`config.mk`:
```
export PLATFORM = sky130hd
export DESIGN_NAME = rounded_rect_aa_coverage_core
export DESIGN_NICKNAME = d
export VERILOG_FILES = /design/src/rtl/core/rrac_pkg.sv /design/src/rtl/core/rounded_rect_aa_coverage_core.sv /design/src/rtl/core/rrac_geom.sv /design/src/rtl/core/rrac_sqrt.sv /design/src/rtl/core/rrac_shade.sv
export SDC_FILE = /design/constraint.sdc
export NUM_CORES = 2
export LEC_CHECK = 0
export BUFFER_PORTS_ARGS = -buffer_cell sky130_fd_sc_hd__buf_4
export CAP_MARGIN = 20
export CELL_PAD_IN_SITES_DETAIL_PLACEMENT = 1
export CELL_PAD_IN_SITES_GLOBAL_PLACEMENT = 2
export CORE_MARGIN = 2
export CORE_UTILIZATION = 37
export CTS_CLUSTER_DIAMETER = 200
export DETAILED_ROUTE_END_ITERATION = 12
export PLACE_DENSITY = 0.77
export SYNTH_ARGS = -nofsm -noshare
export SYNTH_HDL_FRONTEND = slang
export SYNTH_SLANG_ARGS = --single-unit
```
`constraint.sdc`:
```
create_clock -name i_clk -period 7.8 [get_ports i_clk]
set_input_delay 0.78 -clock i_clk [delete_from_list [all_inputs] [get_ports i_clk]]
set_output_delay 0.78 -clock i_clk [all_outputs]
set_load 0.005 [all_outputs]
```
`src/rtl/core/rrac_pkg.sv`:
```
package rrac_pkg;

    localparam int COORD_BITS  = 12;
    localparam int RADIUS_BITS = 8;
    localparam int FRAC_BITS   = 8;

    localparam int ALPHA_W = 8;
    localparam int COLOR_W = 24;

    // doubled corner offset 2*(re-xx)-1, sum of two squares
    localparam int OFS_W  = RADIUS_BITS + 1;
    localparam int SQ_W   = 2 * OFS_W + 1;
    // root of sq << (2*FRAC_BITS-2), radicand rounded up to an even width
    localparam int ROOT_W = (SQ_W + 2 * FRAC_BITS - 2 + 1) / 2;
    localparam int RAD_W  = 2 * ROOT_W;
    localparam int REM_W  = ROOT_W + 2;
    localparam int RFX_W  = RADIUS_BITS + FRAC_BITS;

    // root bits resolved per pipeline stage
    localparam int SQRT_STEPS  = 3;
    localparam int SQRT_STAGES = (ROOT_W + SQRT_STEPS - 1) / SQRT_STEPS;

    localparam int APB_DATA_W = 32;
    localparam int APB_ADDR_W = 5;

    typedef enum logic [2:0] {
        REG_RECT_LEFT   = 3'd0,
        REG_RECT_TOP    = 3'd1,
        REG_RECT_WIDTH  = 3'd2,
        REG_RECT_HEIGHT = 3'd3,
        REG_RADIUS      = 3'd4,
        REG_FILL_ALPHA  = 3'd5,
        REG_FILL_COLOR  = 3'd6,
        REG_TOP_ONLY    = 3'd7
    } t_reg_idx;

    typedef struct packed {
        logic [COORD_BITS-1:0] pixel_x;
        logic [COORD_BITS-1:0] pixel_y;
    } t_in_item;

    typedef struct packed {
        logic               covered;
        logic [ALPHA_W-1:0] pixel_alpha;
        logic [COLOR_W-1:0] pixel_color;
    } t_out_item;

    // rectangle setup with the clamped radius and far corner bounds
    typedef struct packed {
        logic [COORD_BITS-1:0]  left;
        logic [COORD_BITS-1:0]  top;
        logic [COORD_BITS-1:0]  width;
        logic [COORD_BITS-1:0]  height;
        logic [RADIUS_BITS-1:0] re;
        logic [COORD_BITS-1:0]  w_less_re;
        logic [COORD_BITS-1:0]  h_less_re;
        logic                   top_only;
    } t_geom_cfg;

    // per item flags carried alongside the root
    typedef struct packed {
        logic in_rect;
        logic corner;
    } t_side;

endpackage

```
`src/rtl/core/rounded_rect_aa_coverage_core.sv`:
```
// Rounded rectangle coverage, one pixel query in and one coverage item out.
// 10 register stages: 2 geometry, 6 square root at up to 3 root bits each, 2 shading.
// Throughput: one item per cycle unless i_out_ready stalls a full pipeline;
// each stage holds only while the one after it is full.
// Reset (i_rst_n low, synchronous) clears the register file and all valid bits and empties the pipeline.
module rounded_rect_aa_coverage_core (
    input  logic                               i_clk,
    input  logic                               i_rst_n,
    // pixel query channel
    input  logic                               i_in_valid,
    output logic                               o_in_ready,
    input  rrac_pkg::t_in_item                 i_in_data,
    // coverage result channel
    output logic                               o_out_valid,
    input  logic                               i_out_ready,
    output rrac_pkg::t_out_item                o_out_data,
    // register port
    input  logic                               psel,
    input  logic                               penable,
    input  logic                               pwrite,
    input  logic [rrac_pkg::APB_ADDR_W-1:0]    paddr,
    input  logic [rrac_pkg::APB_DATA_W-1:0]    pwdata,
    output logic [rrac_pkg::APB_DATA_W-1:0]    prdata,
    output logic                               pready
);
    import rrac_pkg::*;

    // ------------------------------------------------------------------
    // Register file
    // ------------------------------------------------------------------
    logic [COORD_BITS-1:0]  r_rect_left;
    logic [COORD_BITS-1:0]  r_rect_top;
    logic [COORD_BITS-1:0]  r_rect_width;
    logic [COORD_BITS-1:0]  r_rect_height;
    logic [RADIUS_BITS-1:0] r_corner_radius;
    logic [ALPHA_W-1:0]     r_fill_alpha;
    logic [COLOR_W-1:0]     r_fill_color;
    logic                   r_top_only;

    // derived setup, loaded on the same edge as the registers it follows
    logic [RADIUS_BITS-1:0] r_re;
    logic [COORD_BITS-1:0]  r_w_less_re;
    logic [COORD_BITS-1:0]  r_h_less_re;

    logic                   w_cfg_wr;
    t_reg_idx               w_idx;
    logic [COORD_BITS-1:0]  n_rect_width;
    logic [COORD_BITS-1:0]  n_rect_height;
    logic [RADIUS_BITS-1:0] n_corner_radius;
    logic [RADIUS_BITS-1:0] n_re;
    logic [COORD_BITS-1:0]  w_half_w;
    logic [COORD_BITS-1:0]  w_half_h;
    t_geom_cfg              w_geom_cfg;

    assign pready   = 1'b1;
    assign w_cfg_wr = psel && penable && pwrite;
    assign w_idx    = t_reg_idx'(paddr[APB_ADDR_W-1:2]);

    always_ff @(posedge i_clk) begin
        if (!i_rst_n) begin
            r_rect_left     <= '0;
            r_rect_top      <= '0;
            r_rect_width    <= '0;
            r_rect_height   <= '0;
            r_corner_radius <= '0;
            r_fill_alpha    <= '0;
            r_fill_color    <= '0;
            r_top_only      <= 1'b0;
        end else if (w_cfg_wr) begin
            unique case (w_idx)
                REG_RECT_LEFT:   r_rect_left     <= pwdata[COORD_BITS-1:0];
                REG_RECT_TOP:    r_rect_top      <= pwdata[COORD_BITS-1:0];
                REG_RECT_WIDTH:  r_rect_width    <= pwdata[COORD_BITS-1:0];
                REG_RECT_HEIGHT: r_rect_height   <= pwdata[COORD_BITS-1:0];
                REG_RADIUS:      r_corner_radius <= pwdata[RADIUS_BITS-1:0];
                REG_FILL_ALPHA:  r_fill_alpha    <= pwdata[ALPHA_W-1:0];
                REG_FILL_COLOR:  r_fill_color    <= pwdata[COLOR_W-1:0];
                REG_TOP_ONLY:    r_top_only      <= pwdata[0];
                default: ;
            endcase
        end
    end

    always_comb begin
        unique case (w_idx)
            REG_RECT_LEFT:   prdata = APB_DATA_W'(r_rect_left);
            REG_RECT_TOP:    prdata = APB_DATA_W'(r_rect_top);
            REG_RECT_WIDTH:  prdata = APB_DATA_W'(r_rect_width);
            REG_RECT_HEIGHT: prdata = APB_DATA_W'(r_rect_height);
            REG_RADIUS:      prdata = APB_DATA_W'(r_corner_radius);
            REG_FILL_ALPHA:  prdata = APB_DATA_W'(r_fill_alpha);
            REG_FILL_COLOR:  prdata = APB_DATA_W'(r_fill_color);
            REG_TOP_ONLY:    prdata = APB_DATA_W'(r_top_only);
            default:         prdata = '0;
        endcase
    end

    // values the geometry registers hold after this edge, so the clamp is
    // ready for an item accepted right after a write
    always_comb begin
        n_rect_width    = r_rect_width;
        n_rect_height   = r_rect_height;
        n_corner_radius = r_corner_radius;
        if (w_cfg_wr && (w_idx == REG_RECT_WIDTH)) begin
            n_rect_width = pwdata[COORD_BITS-1:0];
        end
        if (w_cfg_wr && (w_idx == REG_RECT_HEIGHT)) begin
            n_rect_height = pwdata[COORD_BITS-1:0];
        end
        if (w_cfg_wr && (w_idx == REG_RADIUS)) begin
            n_corner_radius = pwdata[RADIUS_BITS-1:0];
        end
    end

    // Radius clamp: min(radius, width/2, height/2) keeps the four corner
    // squares disjoint and inside the rectangle in both modes.
    always_comb begin
        w_half_w = n_rect_width >> 1;
        w_half_h = n_rect_height >> 1;
        n_re     = n_corner_radius;
        if (COORD_BITS'(n_re) > w_half_w) begin
            n_re = w_half_w[RADIUS_BITS-1:0];
        end
        if (COORD_BITS'(n_re) > w_half_h) begin
            n_re = w_half_h[RADIUS_BITS-1:0];
        end
    end

    always_ff @(posedge i_clk) begin
        if (!i_rst_n) begin
            r_re        <= '0;
            r_w_less_re <= '0;
            r_h_less_re <= '0;
        end else begin
            r_re        <= n_re;
            r_w_less_re <= n_rect_width - COORD_BITS'(n_re);
            r_h_less_re <= n_rect_height - COORD_BITS'(n_re);
        end
    end

    always_comb begin
        w_geom_cfg.left      = r_rect_left;
        w_geom_cfg.top       = r_rect_top;
        w_geom_cfg.width     = r_rect_width;
        w_geom_cfg.height    = r_rect_height;
        w_geom_cfg.re        = r_re;
        w_geom_cfg.w_less_re = r_w_less_re;
        w_geom_cfg.h_less_re = r_h_less_re;
        w_geom_cfg.top_only  = r_top_only;
    end

    // ------------------------------------------------------------------
    // Pipeline: geometry -> square root -> shading
    // Every stage has its own valid bit; ready ripples back so a bubble
    // anywhere is filled and a stall at the output only holds full stages.
    // ------------------------------------------------------------------
    logic              w_geo_valid;
    logic              w_geo_ready;
    logic [RAD_W-1:0]  w_geo_rad;
    t_side             w_geo_side;
    logic              w_sqrt_valid;
    logic              w_sqrt_ready;
    logic [ROOT_W-1:0] w_sqrt_root;
    t_side             w_sqrt_side;

    rrac_geom u_geom (
        .i_clk   (i_clk),
        .i_rst_n (i_rst_n),
        .i_cfg   (w_geom_cfg),
        .i_valid (i_in_valid),
        .o_ready (o_in_ready),
        .i_item  (i_in_data),
        .o_valid (w_geo_valid),
        .i_ready (w_geo_ready),
        .o_rad   (w_geo_rad),
        .o_side  (w_geo_side)
    );

    // distance to the corner circle center, FRAC_BITS fraction bits
    rrac_sqrt u_sqrt (
        .i_clk   (i_clk),
        .i_rst_n (i_rst_n),
        .i_valid (w_geo_valid),
        .o_ready (w_geo_ready),
        .i_rad   (w_geo_rad),
        .i_side  (w_geo_side),
        .o_valid (w_sqrt_valid),
        .i_ready (w_sqrt_ready),
        .o_root  (w_sqrt_root),
        .o_side  (w_sqrt_side)
    );

    // edge test, partial alpha and the output register
    rrac_shade u_shade (
        .i_clk        (i_clk),
        .i_rst_n      (i_rst_n),
        .i_re         (r_re),
        .i_fill_alpha (r_fill_alpha),
        .i_fill_color (r_fill_color),
        .i_valid      (w_sqrt_valid),
        .o_ready      (w_sqrt_ready),
        .i_root       (w_sqrt_root),
        .i_side       (w_sqrt_side),
        .o_valid      (o_out_valid),
        .i_ready      (i_out_ready),
        .o_item       (o_out_data)
    );

    // an empty output register means every stage can move
    a_ready_when_drained: assert property (@(posedge i_clk) disable iff (!i_rst_n)
        !o_out_valid |-> o_in_ready)
        else $error("input stalled with an empty output register");

    a_uncovered_zero: assert property (@(posedge i_clk) disable iff (!i_rst_n)
        o_out_valid && !o_out_data.covered |->
            (o_out_data.pixel_alpha == '0) && (o_out_data.pixel_color == '0))
        else $error("uncovered item carries alpha or color");

    a_radius_clamped: assert property (@(posedge i_clk) disable iff (!i_rst_n)
        !$past(w_cfg_wr) |->
            (COORD_BITS'(r_re) <= (r_rect_width >> 1)) &&
            (COORD_BITS'(r_re) <= (r_rect_height >> 1)) &&
            (r_re <= r_corner_radius))
        else $error("radius in use exceeds its clamp");

endmodule

```
`src/rtl/core/rrac_geom.sv`:
```
module rrac_geom (
    input  logic                    i_clk,
    input  logic                    i_rst_n,
    input  rrac_pkg::t_geom_cfg     i_cfg,
    input  logic                    i_valid,
    output logic                    o_ready,
    input  rrac_pkg::t_in_item      i_item,
    output logic                    o_valid,
    input  logic                    i_ready,
    output logic [rrac_pkg::RAD_W-1:0] o_rad,
    output rrac_pkg::t_side         o_side
);
    import rrac_pkg::*;

    // stage A: rectangle and corner tests
    logic                   r_a_v;
    t_side                  r_a_side;
    logic [RADIUS_BITS-1:0] r_a_ox;
    logic [RADIUS_BITS-1:0] r_a_oy;
    // stage B: squared distance
    logic                   r_b_v;
    t_side                  r_b_side;
    logic [SQ_W-1:0]        r_b_sq;

    logic w_adv_a;
    logic w_adv_b;

    logic [COORD_BITS:0]    w_dx_full;
    logic [COORD_BITS:0]    w_dy_full;
    logic [COORD_BITS-1:0]  w_dx;
    logic [COORD_BITS-1:0]  w_dy;
    logic [COORD_BITS-1:0]  w_re;
    logic [COORD_BITS-1:0]  w_xx;
    logic [COORD_BITS-1:0]  w_yy;
    logic [COORD_BITS-1:0]  w_ox_full;
    logic [COORD_BITS-1:0]  w_oy_full;
    logic                   w_lo_x;
    logic                   w_lo_y;
    logic                   w_cx;
    logic                   w_cy;
    t_side                  n_a_side;

    logic [OFS_W-1:0]       w_fx2;
    logic [OFS_W-1:0]       w_fy2;
    logic [SQ_W-1:0]        n_b_sq;

    assign w_adv_b = !r_b_v || i_ready;
    assign w_adv_a = !r_a_v || w_adv_b;
    assign o_ready = w_adv_a;

    always_comb begin
        w_dx_full = {1'b0, i_item.pixel_x} - {1'b0, i_cfg.left};
        w_dy_full = {1'b0, i_item.pixel_y} - {1'b0, i_cfg.top};
        w_dx      = w_dx_full[COORD_BITS-1:0];
        w_dy      = w_dy_full[COORD_BITS-1:0];
        w_re      = COORD_BITS'(i_cfg.re);

        w_lo_x = w_dx < w_re;
        w_lo_y = w_dy < w_re;
        w_cx   = w_lo_x || (w_dx >= i_cfg.w_less_re);
        w_cy   = w_lo_y || (!i_cfg.top_only && (w_dy >= i_cfg.h_less_re));
        w_xx   = w_lo_x ? w_dx : (i_cfg.width - COORD_BITS'(1) - w_dx);
        w_yy   = w_lo_y ? w_dy : (i_cfg.height - COORD_BITS'(1) - w_dy);
        w_ox_full = w_re - w_xx;
        w_oy_full = w_re - w_yy;

        n_a_side.in_rect = !w_dx_full[COORD_BITS] && !w_dy_full[COORD_BITS]
                           && (w_dx < i_cfg.width) && (w_dy < i_cfg.height);
        n_a_side.corner  = n_a_side.in_rect && w_cx && w_cy;
    end

    always_comb begin
        w_fx2  = {r_a_ox, 1'b0} - OFS_W'(1);
        w_fy2  = {r_a_oy, 1'b0} - OFS_W'(1);
        n_b_sq = SQ_W'(w_fx2) * SQ_W'(w_fx2) + SQ_W'(w_fy2) * SQ_W'(w_fy2);
    end

    always_ff @(posedge i_clk) begin
        if (!i_rst_n) begin
            r_a_v <= 1'b0;
            r_b_v <= 1'b0;
        end else begin
            if (w_adv_a) begin
                r_a_v <= i_valid;
            end
            if (w_adv_b) begin
                r_b_v <= r_a_v;
            end
        end
    end

    always_ff @(posedge i_clk) begin
        if (w_adv_a && i_valid) begin
            r_a_side <= n_a_side;
            r_a_ox   <= w_ox_full[RADIUS_BITS-1:0];
            r_a_oy   <= w_oy_full[RADIUS_BITS-1:0];
        end
        if (w_adv_b && r_a_v) begin
            r_b_side <= r_a_side;
            r_b_sq   <= n_b_sq;
        end
    end

    assign o_valid = r_b_v;
    assign o_side  = r_b_side;
    assign o_rad   = RAD_W'(r_b_sq) << (2 * FRAC_BITS - 2);

endmodule

```
`src/rtl/core/rrac_sqrt.sv`:
```
module rrac_sqrt (
    input  logic                        i_clk,
    input  logic                        i_rst_n,
    input  logic                        i_valid,
    output logic                        o_ready,
    input  logic [rrac_pkg::RAD_W-1:0]  i_rad,
    input  rrac_pkg::t_side             i_side,
    output logic                        o_valid,
    input  logic                        i_ready,
    output logic [rrac_pkg::ROOT_W-1:0] o_root,
    output rrac_pkg::t_side             o_side
);
    import rrac_pkg::*;

    localparam int NS = SQRT_STAGES;

    logic [NS-1:0]     r_v;
    logic [REM_W-1:0]  r_rem  [NS];
    logic [ROOT_W-1:0] r_root [NS];
    logic [RAD_W-1:0]  r_rad  [NS];
    t_side             r_side [NS];

    logic [NS-1:0]     w_adv;
    logic [NS-1:0]     w_vin;
    logic [REM_W-1:0]  w_rem_in  [NS];
    logic [ROOT_W-1:0] w_root_in [NS];
    logic [RAD_W-1:0]  w_rad_in  [NS];
    t_side             w_side_in [NS];
    logic [REM_W-1:0]  n_rem  [NS];
    logic [ROOT_W-1:0] n_root [NS];
    logic [RAD_W-1:0]  n_rad  [NS];

    always_comb begin
        w_adv[NS-1] = !r_v[NS-1] || i_ready;
        for (int s = NS - 2; s >= 0; s--) begin
            w_adv[s] = !r_v[s] || w_adv[s+1];
        end
    end

    assign o_ready = w_adv[0];

    for (genvar s = 0; s < NS; s++) begin : g_stage
        if (s == 0) begin : g_first
            assign w_vin[s]     = i_valid;
            assign w_rem_in[s]  = '0;
            assign w_root_in[s] = '0;
            assign w_rad_in[s]  = i_rad;
            assign w_side_in[s] = i_side;
        end else begin : g_next
            assign w_vin[s]     = r_v[s-1];
            assign w_rem_in[s]  = r_rem[s-1];
            assign w_root_in[s] = r_root[s-1];
            assign w_rad_in[s]  = r_rad[s-1];
            assign w_side_in[s] = r_side[s-1];
        end

        // restoring digit recurrence, one root bit per step
        always_comb begin : step
            logic [REM_W-1:0]  rem;
            logic [REM_W-1:0]  t_rem;
            logic [REM_W-1:0]  trial;
            logic [ROOT_W-1:0] root;
            logic [RAD_W-1:0]  rad;
            rem  = w_rem_in[s];
            root = w_root_in[s];
            rad  = w_rad_in[s];
            for (int j = 0; j < SQRT_STEPS; j++) begin
                if (s * SQRT_STEPS + j < ROOT_W) begin
                    t_rem = {rem[REM_W-3:0], rad[RAD_W-1 -: 2]};
                    trial = {root, 2'b01};
                    if (t_rem >= trial) begin
                        rem  = t_rem - trial;
                        root = {root[ROOT_W-2:0], 1'b1};
                    end else begin
                        rem  = t_rem;
                        root = {root[ROOT_W-2:0], 1'b0};
                    end
                    rad = rad << 2;
                end
            end
            n_rem[s]  = rem;
            n_root[s] = root;
            n_rad[s]  = rad;
        end

        always_ff @(posedge i_clk) begin
            if (!i_rst_n) begin
                r_v[s] <= 1'b0;
            end else if (w_adv[s]) begin
                r_v[s] <= w_vin[s];
            end
        end

        always_ff @(posedge i_clk) begin
            if (w_adv[s] && w_vin[s]) begin
                r_rem[s]  <= n_rem[s];
                r_root[s] <= n_root[s];
                r_rad[s]  <= n_rad[s];
                r_side[s] <= w_side_in[s];
            end
        end
    end

    assign o_valid = r_v[NS-1];
    assign o_root  = r_root[NS-1];
    assign o_side  = r_side[NS-1];

    // a finished floor root leaves a remainder no larger than twice the root
    a_root_rem: assert property (@(posedge i_clk) disable iff (!i_rst_n)
        r_v[NS-1] |-> (r_rem[NS-1] <= {1'b0, r_root[NS-1], 1'b0}))
        else $error("sqrt remainder out of range");

endmodule

```
`src/rtl/core/rrac_shade.sv`:
```
module rrac_shade (
    input  logic                                i_clk,
    input  logic                                i_rst_n,
    input  logic [rrac_pkg::RADIUS_BITS-1:0]    i_re,
    input  logic [rrac_pkg::ALPHA_W-1:0]        i_fill_alpha,
    input  logic [rrac_pkg::COLOR_W-1:0]        i_fill_color,
    input  logic                                i_valid,
    output logic                                o_ready,
    input  logic [rrac_pkg::ROOT_W-1:0]         i_root,
    input  rrac_pkg::t_side                     i_side,
    output logic                                o_valid,
    input  logic                                i_ready,
    output rrac_pkg::t_out_item                 o_item
);
    import rrac_pkg::*;

    localparam int PROD_W = ALPHA_W + FRAC_BITS;

    logic                 r_c_v;
    logic                 r_c_covered;
    logic                 r_c_partial;
    logic [FRAC_BITS-1:0] r_c_frac;
    logic                 r_o_v;
    t_out_item            r_o_item;

    logic              w_adv_c;
    logic              w_adv_o;
    logic [ROOT_W-1:0] w_rfx;
    logic [ROOT_W-1:0] w_diff;
    logic              w_far;
    logic [PROD_W-1:0] w_prod;
    t_out_item         n_o_item;

    assign w_adv_o = !r_o_v || i_ready;
    assign w_adv_c = !r_c_v || w_adv_o;
    assign o_ready = w_adv_c;

    // edge test: radius minus distance, both with FRAC_BITS fraction bits
    always_comb begin
        w_rfx  = ROOT_W'({i_re, {FRAC_BITS{1'b0}}});
        w_diff = w_rfx - i_root;
        w_far  = i_root >= w_rfx;
    end

    always_comb begin
        w_prod = PROD_W'(r_c_frac) * PROD_W'(i_fill_alpha);
        n_o_item = '0;
        if (r_c_covered) begin
            n_o_item.covered     = 1'b1;
            n_o_item.pixel_color = i_fill_color;
            n_o_item.pixel_alpha = r_c_partial ? w_prod[FRAC_BITS +: ALPHA_W]
                                               : i_fill_alpha;
        end
    end

    always_ff @(posedge i_clk) begin
        if (!i_rst_n) begin
            r_c_v <= 1'b0;
            r_o_v <= 1'b0;
        end else begin
            if (w_adv_c) begin
                r_c_v <= i_valid;
            end
            if (w_adv_o) begin
                r_o_v <= r_c_v;
            end
        end
    end

    always_ff @(posedge i_clk) begin
        if (w_adv_c && i_valid) begin
            r_c_covered <= i_side.in_rect && !(i_side.corner && w_far);
            r_c_partial <= i_side.corner && (w_diff >> FRAC_BITS) == '0;
            r_c_frac    <= w_diff[FRAC_BITS-1:0];
        end
        if (w_adv_o && r_c_v) begin
            r_o_item <= n_o_item;
        end
    end

    assign o_valid = r_o_v;
    assign o_item  = r_o_item;

endmodule
```
==> Word level (Yosys, flattened, before mapping) <==
Memory sizes are Yosys's and may differ from the RTL's.
Cells that the tools add are included.
{ "totals": {"n_memories": 4, "ff_bits": 213, "ram_bits": 408, "wordCells": 221} }
{ "classes": {"mux": 56, "n_eq_ne": 7, "reduce_logical": 60, "mul": 3, "magnitude_cmp": 26, "n_addsub": 31} }
{ "mem_list": {"columns": ["memory", "words", "word_bits", "read_ports", "rd_ports_with_merged_regs", "write_ports", "line_no", "text"], "rows": [
  ["u_sqrt.r_rad", 6, 30, 5, 0, 6, "rrac_sqrt.sv:20", "logic [RAD_W-1:0] r_rad [NS];"],
  ["u_sqrt.r_rem", 6, 19, 5, 0, 6, "rrac_sqrt.sv:18", "logic [REM_W-1:0] r_rem [NS];"],
  ["u_sqrt.r_root", 6, 17, 6, 0, 6, "rrac_sqrt.sv:19", "logic [ROOT_W-1:0] r_root [NS];"],
  ["u_sqrt.r_side", 6, 2, 6, 0, 6, "rrac_sqrt.sv:21", "t_side r_side [NS];"]
]} }
{ "ops": {"columns": ["op", "count"], "rows": [
  ["$ge A19 B19 Y1", 14],
  ["$pmux W32 S8", 1],
  ["$mux W17", 11],
  ["$sub A17 B17 Y17", 9],
  ["$mux W19", 6],
  ["$sub A19 B19 Y19", 5],
  ["$mux W8", 6],
  ["$mul A9 B9 Y18", 2],
  ["$mux W33", 1],
  ["$sub A8 B8 Y8", 4],
  ["$mux W1", 29],
  ["$sub A12 B12 Y13", 2],
  ["$ge A12 B12 Y1", 2],
  ["$logic_and A1 B1 Y1", 24],
  ["$lt A12 B12 Y1", 2],
  ["$lt A12 B8 Y1", 2],
  ["$mux W12", 2],
  ["$sub A12 B8 Y12", 2],
  ["$gt A8 B11 Y1", 2],
  ["$add A18 B18 Y19", 1],
  ["$ge A19 B3 Y1", 1],
  ["$ge A19 B4 Y1", 1],
  ["$sub A19 B4 Y19", 1],
  ["$sub A9 B1 Y9 const B", 2],
  ["other kinds (15)", 51]
]} }

==> Longest topological paths before layout <==
{ "logic_depth": {"ltp_word": 12, "ltp_mapped": 40, "depth_no_buf": 37} }

==> Cells and area by module <==
A second synthesis with hierarchy kept.
{ "unflattened": {"hier_cells": 4183, "area_unflattened_um2": 38570.7} }
{ "modules_own_cells": {"columns": ["module", "area_per_inst_um2", "cells_each", "instances", "seq_area_each_um2"], "rows": [
  ["rrac_sqrt", 18745.5, 1978, 1, 7297.0],
  ["rrac_geom", 9305.2, 1053, 1, 1151.1],
  ["rounded_rect_aa_coverage_core", 6261.0, 742, 1, 2422.3],
  ["rrac_shade", 4259.1, 410, 1, 1331.3]
]} }

==> Least setup slack after synthesis <==
Ideal clock, no wire load.
{ "synth_timing": {"path_type": "input to register", "from": "input paddr[4] (netlist bit)", "to": "register r_h_less_re[11]", "setup_slack_ns": -0.066, "arrival_time_ns": 7.751, "path_stages": 38, "path_buffers": 4, "setup_time_ns": 0.115, "cell_sequence": "clkbuf_1 -> nand2_1 -> nor3_1 -> mux2i_1 -> inv_1 -> ha_1 -> nor2b_1 -> o21ai_0 -> nand2b_1 -> a21oi_1 -> o21ai_0 -> a21oi_1 -> or3_1 -> clkbuf_1 -> mux2i_1 -> ha_1 -> nor2b_1 -> o21ai_0 -> [2 not listed] -> o21ai_0 -> a21oi_1 -> or3_1 -> clkbuf_1 -> clkbuf_1 -> a21oi_1 -> ha_1 -> nor2b_1 -> o21ai_0 -> nand2b_1 -> a21o_1 -> a21o_1 -> a21o_1 -> a21o_1 -> a211oi_1 -> nand3_1 -> xor2_1 -> and2_1"} }
{ "synth_via": {"elab_chain_cells": 8, "word_cells_on_any_way": 14} }
{ "synth_lines": {"columns": ["element", "line_no", "text"], "rows": [
  ["start, declared", "rounded_rect_aa_coverage_core.sv:21", "input logic [rrac_pkg::APB_ADDR_W-1:0] paddr,"],
  ["$eq A3 B3 Y1 / $eq A3 B2 Y1 (equally long branches)", "rounded_rect_aa_coverage_core.sv:110, rounded_rect_aa_coverage_core.sv:104", null],
  ["$logic_and A1 B1 Y1, on equally long branches", "rounded_rect_aa_coverage_core.sv:110, rounded_rect_aa_coverage_core.sv:104", null],
  ["$mux W8 / $mux W12 (equally long branches)", "rounded_rect_aa_coverage_core.sv:110, rounded_rect_aa_coverage_core.sv:104", null],
  ["$gt A8 B11 Y1", "rounded_rect_aa_coverage_core.sv:121", "if (COORD_BITS'(n_re) > w_half_w) begin"],
  ["$mux W8", "rounded_rect_aa_coverage_core.sv:121", null],
  ["$gt A8 B11 Y1", "rounded_rect_aa_coverage_core.sv:124", "if (COORD_BITS'(n_re) > w_half_h) begin"],
  ["$mux W8", "rounded_rect_aa_coverage_core.sv:124", null],
  ["$sub A12 B8 Y12 *", "rounded_rect_aa_coverage_core.sv:137", "r_h_less_re <= n_rect_height - COORD_BITS'(n_re);"],
  ["end signal, assigned", "rounded_rect_aa_coverage_core.sv:137", null],
  ["end, declared", "rounded_rect_aa_coverage_core.sv:43", "logic [COORD_BITS-1:0] r_h_less_re;"]
]} }
Mark *: on every way between the ends. The rest lies on a longest branch, timed or not.
A chain may end at the register's enable or synchronous reset.

==> Final worst setup path <==
{ "layout_timing": {"from": "register u_geom.r_a_oy[2]", "to": "register u_geom.r_b_sq[18] (data pin)"} }
{ "layout_via": {"elab_chain_cells": 3} }
{ "layout_lines": {"columns": ["element", "line_no", "text"], "rows": [
  ["start, declared", "rrac_geom.sv:19", "logic [RADIUS_BITS-1:0] r_a_oy;"],
  ["start signal, assigned", "rrac_geom.sv:96", "r_a_oy <= w_oy_full[RADIUS_BITS-1:0];"],
  ["$sub A9 B1 Y9", "rrac_geom.sv:74", "w_fy2 = {r_a_oy, 1'b0} - OFS_W'(1);"],
  ["$mul A9 B9 Y18", "rrac_geom.sv:75", "n_b_sq = SQ_W'(w_fx2) * SQ_W'(w_fx2) + SQ_W'(w_fy2) * SQ_W'(w_fy2);"],
  ["$add A18 B18 Y19", "rrac_geom.sv:75", null],
  ["via u_geom.n_b_sq[18]", "rrac_geom.sv:45", "logic [SQ_W-1:0] n_b_sq;"],
  ["end signal, assigned", "rrac_geom.sv:100", "r_b_sq <= n_b_sq;"],
  ["end, declared", "rrac_geom.sv:23", "logic [SQ_W-1:0] r_b_sq;"]
]} }
The timed path passes the listed nets, and every way through them passes these cells.

==> results.md <==
- Status: complete, no violations
- Commonest non-fill, non-tap cell in the layout: inv_1
- Setup bufs post-CTS: 0
- Worst Setup Start Kind: register
- Syn. warnings: 0
- Tightest Pin Transition: 1.081 ns
- Min-Delay Path Class: register to register
- Top FF cell, synth: edfxtp_1
- Routing usage on met1: 28.03%
- Met2 GRT Util: 33.87%
- Fin. Hold Viols: 0
- Die Y: 308.4 um
- Vias per inst: 5.098
- Post-synth EDFFs: 255
- Routability Congestion: 0.8246
- Initial antenna violation count: 2
- Crit path kind: register to register
- Drt first pass iters: 5
- Final Setup Violations: 0
- H-tree levels: 2
- PortBufs: 116
- Seq cells post-synth: 386
- Worst VDD drop: 1.583 mV
- Syn Area/Cell: 9.152 um^2
- CP endpoint kind: register
- Skew final: 0.02808 ns
- Layout cell share with drive strength beyond 1: 10.28%
- Max Fclk: 0.1351 GHz
- Starting DRT DRC Count: 1157
- Fin. max-slew vios: 0
- CTS Buf Count: 48
- Critical Path RT: 8.24 ns
- DRC: 0
- Post-Syn Area: 34290 um^2
- DIE AREA: 95140 um^2
- Sequential fraction of the synthesis area: 29.98%
- Vias in the first global route: 27900
- Worst-Skew Late Latency: 0.59 ns
- Most frequent CP cell: fa_1
- CTS tree: yes
- Die W: 308.4 um
- Commonest cells after routing, fill and taps aside: 486 x inv_1, 392 x ha_1, 326 x nand2_1
- Slowest CP cell: fa_1
- All-Layer GR Usage: 20.12%
- # rows: 111
- Wire length per cell: 18.19 um
- Final critical-path required period: 7.404 ns
- Tcrit/Tclk final: 94.93%
- RSZ-0062 raised after global routing: false
- Core Region: 91800 um^2
- Slew HR: 27.75%
- CP peak stage delay: 0.54 ns
- # fillers: 10590
- Detailed Route WL: 94.82 mm
- Top cell family by delay on the critical path: adder cells
- P&R area growth vs syn: 13.34%
- Clock buffer depth: 3
- Max capacitance violation total: 0
- Post-Syn Instances: 3747
- Hold Buf Count CTS: 0
- Count of cell types in the netlist: 100
- Leak: 16.95 nW
- Met3 GRT Util: 1.917%
- Reg clk slew, reported paths: 0.06 ns
- Fin util: 42.34%
- Critical path arrival: 7.85 ns
- Sinks on Clock Net: 386
- Final net count: 4540
- First-pass GRT wire length: 152.9 mm
- WP buf/inv: 5
- Sum of negative setup slack: 0 ns
- Initial Utilization: 37.36%
- Root buf cell: clkbuf_16
- Routed Antenna Nets: 0
- Vias: 26580
- Post-synth ARST share: 0%
- Pwr dens: 424.2 nW/um^2
- Busiest grt layer: met2
- Crit path max fanout: 6
- Largest net degree at the start of global routing: 68
- Ant. Diodes: 0
- Gr ovfl total: 0
- Io pins: 136
- Hpwl dp: 77.05 mm
-- timing repair --
action / CTS / global route
setup endpoints to repair: 0 / 34
gates resized for setup: 0 / 9
endpoints found under the hold margin: 0 / 0
-- power breakdown --
group	switching, mW	internal (mW)	total, mW
Clock	0.935	1.31	2.25
Sequential	0.101	3.06	3.16
Combinational	6.16	4.91	11.1
Total	7.20	9.29	16.5
-- layer usage --
layer  vias up  wire length (um)
li1      13210                 -
met1     13020             46580
met3        90              2502
met4         4              1667
met5         -                26
met2       261             44050
-- state kept, by name (all words and copies together), names as in the netlist, 17 cells and up --
signal          count
r_fill_color       24
u_geom.r_b_sq      17
u_shade.o_item     33
u_sqrt.r_rad       18
u_sqrt.r_rem       83
u_sqrt.r_root      62
-- path summary, 6_finish.rpt --
check / startpoint / to / slack, ns / cells after the start
worst max-delay path: u_geom.r_a_oy[2] / u_geom.r_b_sq[18] / 0.40 / 26
worst min-delay path: u_sqrt.r_rad[0][18] / u_sqrt.r_rad[1][24] / 0.40 / 0
worst max register to register: u_geom.r_a_oy[2] / u_geom.r_b_sq[18] / 0.40 / 26
worst min register to register: u_sqrt.r_rad[0][18] / u_sqrt.r_rad[1][24] / 0.40 / 0
-- cells in the mapped netlist, drive strengths merged, types with 29 or more instances --
master	instances	area, um^2
a21boi	72	540.5
nand2b	37	231.5
o21a	39	292.8
nand2	326	1224
nor2	254	960.9
inv	491	1853
mux2	29	330.3
nor2b	99	619.3
and2	101	631.9
nand3	43	215.2
o21ai	159	795.8
ha	393	4917
nor3	52	260.3
dfxtp	131	2623
xnor2	148	1296
fa	149	2983
a21o	82	615.6
edfxtp	255	7657
clkbuf	78	292.8
mux2i	74	740.7
and3	31	193.9
xor2	99	867.1
a21oi	236	1185
-- kinds of logic (layout without fill, tap and decap cells) --
| family | count (synthesis) | count (layout) | synth area share, % |
|---|---|---|---|
| other cells | 2 | 9 | 0.02190 |
| mux | 103 | 103 | 3.123 |
| flops | 386 | 386 | 29.98 |
| buf+inv | 594 | 810 | 6.670 |
| xor+xnor | 247 | 247 | 6.308 |
| simple gates | 1083 | 1083 | 15.77 |
| fa+ha+maj | 542 | 542 | 23.04 |
| compound gates | 790 | 790 | 15.09 |
-- through the flow --
| stage | instance area, um^2 | cells | total power, mW | setup slack (ns) | hold WS (ns) |
|---|---|---|---|---|---|
| after floorplan | 34320 | 3754 | 11.79 | 0.1492 | 0.4003 |
| after global placement | 37230 | 5121 | 14.01 | 0.4010 | 0.4011 |
| after detailed placement | 37230 | 5121 | 14.36 | 0.2831 | 0.4052 |
| after CTS | 38820 | 5211 | 16.83 | 0.2375 | 0.3993 |
| after global routing | 38870 | 5213 | 18.42 | 0.002398 | 0.4057 |
| final | 38870 | 5213 | 16.49 | 0.3956 | 0.3999 |
-- cell type report --
cell class                      count  area, um^2  share of cell area (%)
Multi-Input combinational cell   2774       21860                   56.24
Sequential cell                   386       10280                   26.45
Inverter                          494        1864                   4.797
Timing Repair Buffer              226        1720                   4.426
Tap cell                         1243        1555                   4.002
Clock buffer                       62        1336                   3.438
Clock inverter                     28       250.2                  0.6439
(Power assumes the default switching activity.)
